### src/hdl/cse_ram.sv
`default_nettype none
module cse_ram #(
	parameter int WIDTH = 8,
	parameter int DEPTH = 16
) (
	input  wire logic                     clk,
	input  wire logic                     wr_en,
	input  wire logic [$clog2(DEPTH)-1:0] wr_addr,
	input  wire logic [WIDTH-1:0]         wr_data,
	input  wire logic [$clog2(DEPTH)-1:0] rd_addr,
	output logic      [WIDTH-1:0]         rd_data
);
	logic [WIDTH-1:0] mem [DEPTH];

	always_ff @(posedge clk) begin
		if (wr_en) begin
			mem[wr_addr] <= wr_data;
		end
		rd_data <= mem[rd_addr];
	end
endmodule
`default_nettype wire
### config.mk
export PLATFORM = sky130hd
export DESIGN_NAME = cse_ram
export DESIGN_NICKNAME = d
export VERILOG_FILES = /design/src/hdl/cse_ram.sv
export SDC_FILE = /design/constraint.sdc
export NUM_CORES = 1
export LEC_CHECK = 0
export BUFFER_PORTS_ARGS = -buffer_cell sky130_fd_sc_hd__buf_2
export CAP_MARGIN = 10
export CORE_ASPECT_RATIO = 0.7
export CORE_MARGIN = 1
export CORE_UTILIZATION = 60
export DETAILED_ROUTE_END_ITERATION = 8
export PLACE_DENSITY_LB_ADDON = 0.08
export SETUP_SLACK_MARGIN = 0.4
export SLEW_MARGIN = 20
export SYNTH_ARGS = -nofsm -noshare
export SYNTH_HDL_FRONTEND = slang
export SYNTH_SLANG_ARGS = --single-unit
### constraint.sdc
create_clock -name clk -period 2.42 [get_ports clk]
set_input_delay 0.484 -clock clk [delete_from_list [all_inputs] [get_ports clk]]
set_output_delay 0.484 -clock clk [all_outputs]
set_load 0.1 [all_outputs]
==> metrics list <==
* Unique cell type count in the Yosys netlist: 19
- The tool flagged a number of max-cap violations equal to 0.
* Terminating pin of the worst hold path: mem[6][4]
* Cell family with most CP delay: buffers and inverters
* Max-slew headroom at the worst pin: 0.496
- Buffers on Ports: 25
* Final clock skew: 0.00792 ns
- Final setup violation count: 0
- In the final routed layout, each cell accounts on average for 25.2 um.
* Crit path cell chain: buf_2
* Diodes inserted: 0
* Final Hold Violating Endpoints: 0
- The setup check on the worst reg-to-reg path leaves a slack of 1.03 ns.
- Total grt overflow: 0
* Multiplexer share of the synthesized area: 0.150
* Synth Area in Compound Gates: 0.0233
* Worst R2R End: rd_data[5]
- Yosys printed 0 warnings.
* Row cnt: 27
- H-tree level count: 4
* Final HPWL DP: 5980 um
* Hold buffer count at cts: 0
* Global-route wire length before repair: 15100 um
- Entering global routing, the biggest net connects 33 pins.
- Cell count of the worst hold path: 1
* Violation count after the first detailed-route iteration: 243
- Across every metal layer, demand over resource in global routing totals 0.257.
- In the global route stage, met2 resource usage came out at 0.343.
- Main area contributors after synthesis: edfxtp_1, mux4_2, mux4_1
- The share of synthesized area in the top cell type comes to 0.747.
- IR analysis of the VDD net gives a maximum drop of 0.917 mV.
* Fraction of final layout cells with drive strength greater than 1: 0.306
- Count of TritonRoute iterations in the first routing pass: 5
- Hold path startpoint: wr_data[4]
* Root Buffer Master: clkbuf_16
- STA puts the critical path data arrival time at 1.23 ns.
* Core Region: 0.00807 mm^2
- STA classifies the critical path startpoint as a flop.
* Number of standard cells after synthesis: 229
- Based on the critical path, the design can be clocked at up to ~0.6 GHz.
* Grt met1 use: 0.389
- Total Negative Setup Slacks: 0 ns
* Count of filler cells inserted in the layout: about 440
- The routed layout has 2502 vias.
* Post-CTS repair timing setup buffer count: 0
- The path class of the tightest hold or removal check is input pin to flop.
- In this run the power density over the cells is 898 mW/mm^2.
- The mapped netlist covers 0.00515 mm^2.
- Combinational family with the most area after synthesis: multiplexers
- TritonCTS created 17 clock buffers.
* Clock transition at the register clock pins on the worst setup and hold paths after CTS: 0.06 ns
- The floorplan step defined a die boundary enclosing ~0.0090 mm^2.
- TritonCTS built the clock tree.
- Actual slew at the worst max-slew pin: between 0.7 and 0.8 ns
- Post-Place Cells: approximately 360
- Crit-path max FO: 1
- Gpl congestion: around 0.76
* Remaining design rule violation count: 0
- The slowest stage of the critical path belongs to the cell buf_2.
* Starting utilization of the core area: 0.638
- Average size of a mapped cell: roughly 22 um^2
- Together, buffers and inverters on the worst path number 1.
* Count of nets left with antenna violations after detail routing: 0
- edfxtp_1 takes more of the synthesized area than any other cell.
* Slowest stage delay, CP: 0.45 ns
- Result of the run: finished, final reports clean
- Initial antenna violation count: 0
- Final Max Slew Viols: 0
* Synthesized netlist net count: ~250
- Chip height: 79.5 um
- Of the total synthesized cell area, the portion taken by full adders, half adders and majority gates is 0.
* Required time of the critical path: 1.94 ns
- Critical path endpoint category: primary output
- Static power due to leakage: just over 2 nW
- Cell count of the worst reg-to-reg path: 3
* # nets final: 299
* Number of sinks on the clock net: 136
- For this run, the number of standard cells in the final layout without fillers is 395.
- Post-synthesis share of cell area spent on xor and xnor gates: 0
- For this design the top-level I/O count stands at 26.
- Die Width: 113 um
- The number of global-route vias before repair came to about 2.4k.
* Sequential area share after synthesis: 0.778
* Unrepaired setup endpoints after global routing: no
* Post-route fraction of the period consumed by the critical path: 0.709
- Of the total synthesized cell area, the portion taken by AND, OR, NAND and NOR gates is 0.0318.
- For this run, global-route usage on met3 was measured as 0.0911.
- Category of the most critical setup path: flop to primary output
* Synthesis-to-finish area growth: 17.1%
* Yosys reg bits: 136
- The clock reaches the later pin of the worst-skew pair after roughly 0.41 ns.
- Counting I/O delays and the setup requirement, the final critical path takes between 1.5 and 2 ns.
- No sink is reached through more buffers than the 2 on the longest clock path.
- The startpoint identified for the worst register-to-register timing path is mem[1][5].
- The final layout contains routed wiring with a total length of 9970 um.
- In this run, post-CTS repair resized a total of 0 instances.
- Pwr Total: 5.41 mW
- Number of vias per cell after detailed routing: about 6.3
- The layer flagged by global routing as most heavily used is met1.
[Yosys cell counts]
cell type and instances:
nand2b_1 2, a22oi_1 16, nor2b_1 1, nor2_1 13
clkdlybuf4s25_2 3, and2b_1 1, mux4_2 18, edfxtp_1 128
nor3_1 4, buf_6 3, buf_4 1, mux4_1 14
dfxtp_1 8, nand3b_1 2, nand2_1 9, and2_1 1
or3b_2 1, buf_2 3, nand3_1 1
[cell type report]
cell class | count | area [um^2] | share of cell area
Timing Repair Buffer | 43 | 285 | 0.0473
Multi-Input combinational cell | 83 | 1060 | 0.175
Tap cell | 101 | 126 | 0.0210
Sequential cell | 136 | 4000 | 0.664
Clock buffer | 21 | 450 | 0.0747
Clock inverter | 11 | 106 | 0.0176
[cells by family (layout without fill, tap and decap cells)]
group,Yosys count,in the layout
AOI/OAI and AO/OA,16,16
DFF,136,136
buffers and inverters,10,75
muxes,32,32
and+or+nand+nor,35,35
[through the flow]
step | util | setup slack, ns | hold WS [ns] | instance area, um^2
2_1_floorplan | - | 0.443 | 0.583 | 5150
3_5_place_dp | 0.678 | 0.441 | 0.661 | 5470
4_1_cts | 0.747 | 0.694 | 0.445 | 6030
5_1_grt | 0.747 | 0.676 | 0.463 | 6030
6_report | 0.747 | 0.705 | 0.460 | 6030
3_3_place_gp | 0.678 | 0.421 | 0.651 | 5470
[report_power, final]
| part | switching (mW) | total, mW | internal [mW] | leakage [nW] |
|---|---|---|---|---|
| Sequential | 0.0180 | 2.65 | 2.64 | 1.22 |
| Clock | 0.881 | 2.40 | 1.52 | 0.278 |
| Combinational | 0.252 | 0.357 | 0.105 | 0.575 |
[how the worst max path moves through the flow]
stage	from	endpoint	slack [ns]	cells past startpoint
detailed placement	rd_addr[0]	rd_data[5]	0.44	5
finish	rd_data[5]	rd_data[5]	0.71	1
global placement	rd_addr[0]	rd_data[5]	0.42	5
CTS	rd_data[5]	rd_data[5]	0.69	1
global route	rd_data[5]	rd_data[5]	0.68	1
floorplan	wr_addr[2]	mem[0][0]	0.44	2
[cell usage in the layout, fill, tap and decap left out, types with 3 or more instances in the layout]
cell type,synthesis,final
clkbuf_16,0,17
a22oi_1,16,16
nor2_1,13,13
nor3_1,4,4
clkinv_2,0,7
edfxtp_1,128,128
buf_2,3,25
nand2_1,9,9
mux4_2,18,18
buf_4,1,16
mux4_1,14,14
clkbuf_1,0,3
dfxtp_1,8,8
[metal layers]
metal / vias to the layer above / routed length (um)
met5: - / 0
met4: 0 / 129
met3: 10 / 994
met2: 127 / 4330
met1: 1282 / 4510
li1: 1083 / -
[flip-flops by register name, indices dropped and copies added, names as in the netlist]
signal,count
mem,128
rd_data,8
Note: power is estimated with default switching activity, not from simulation.
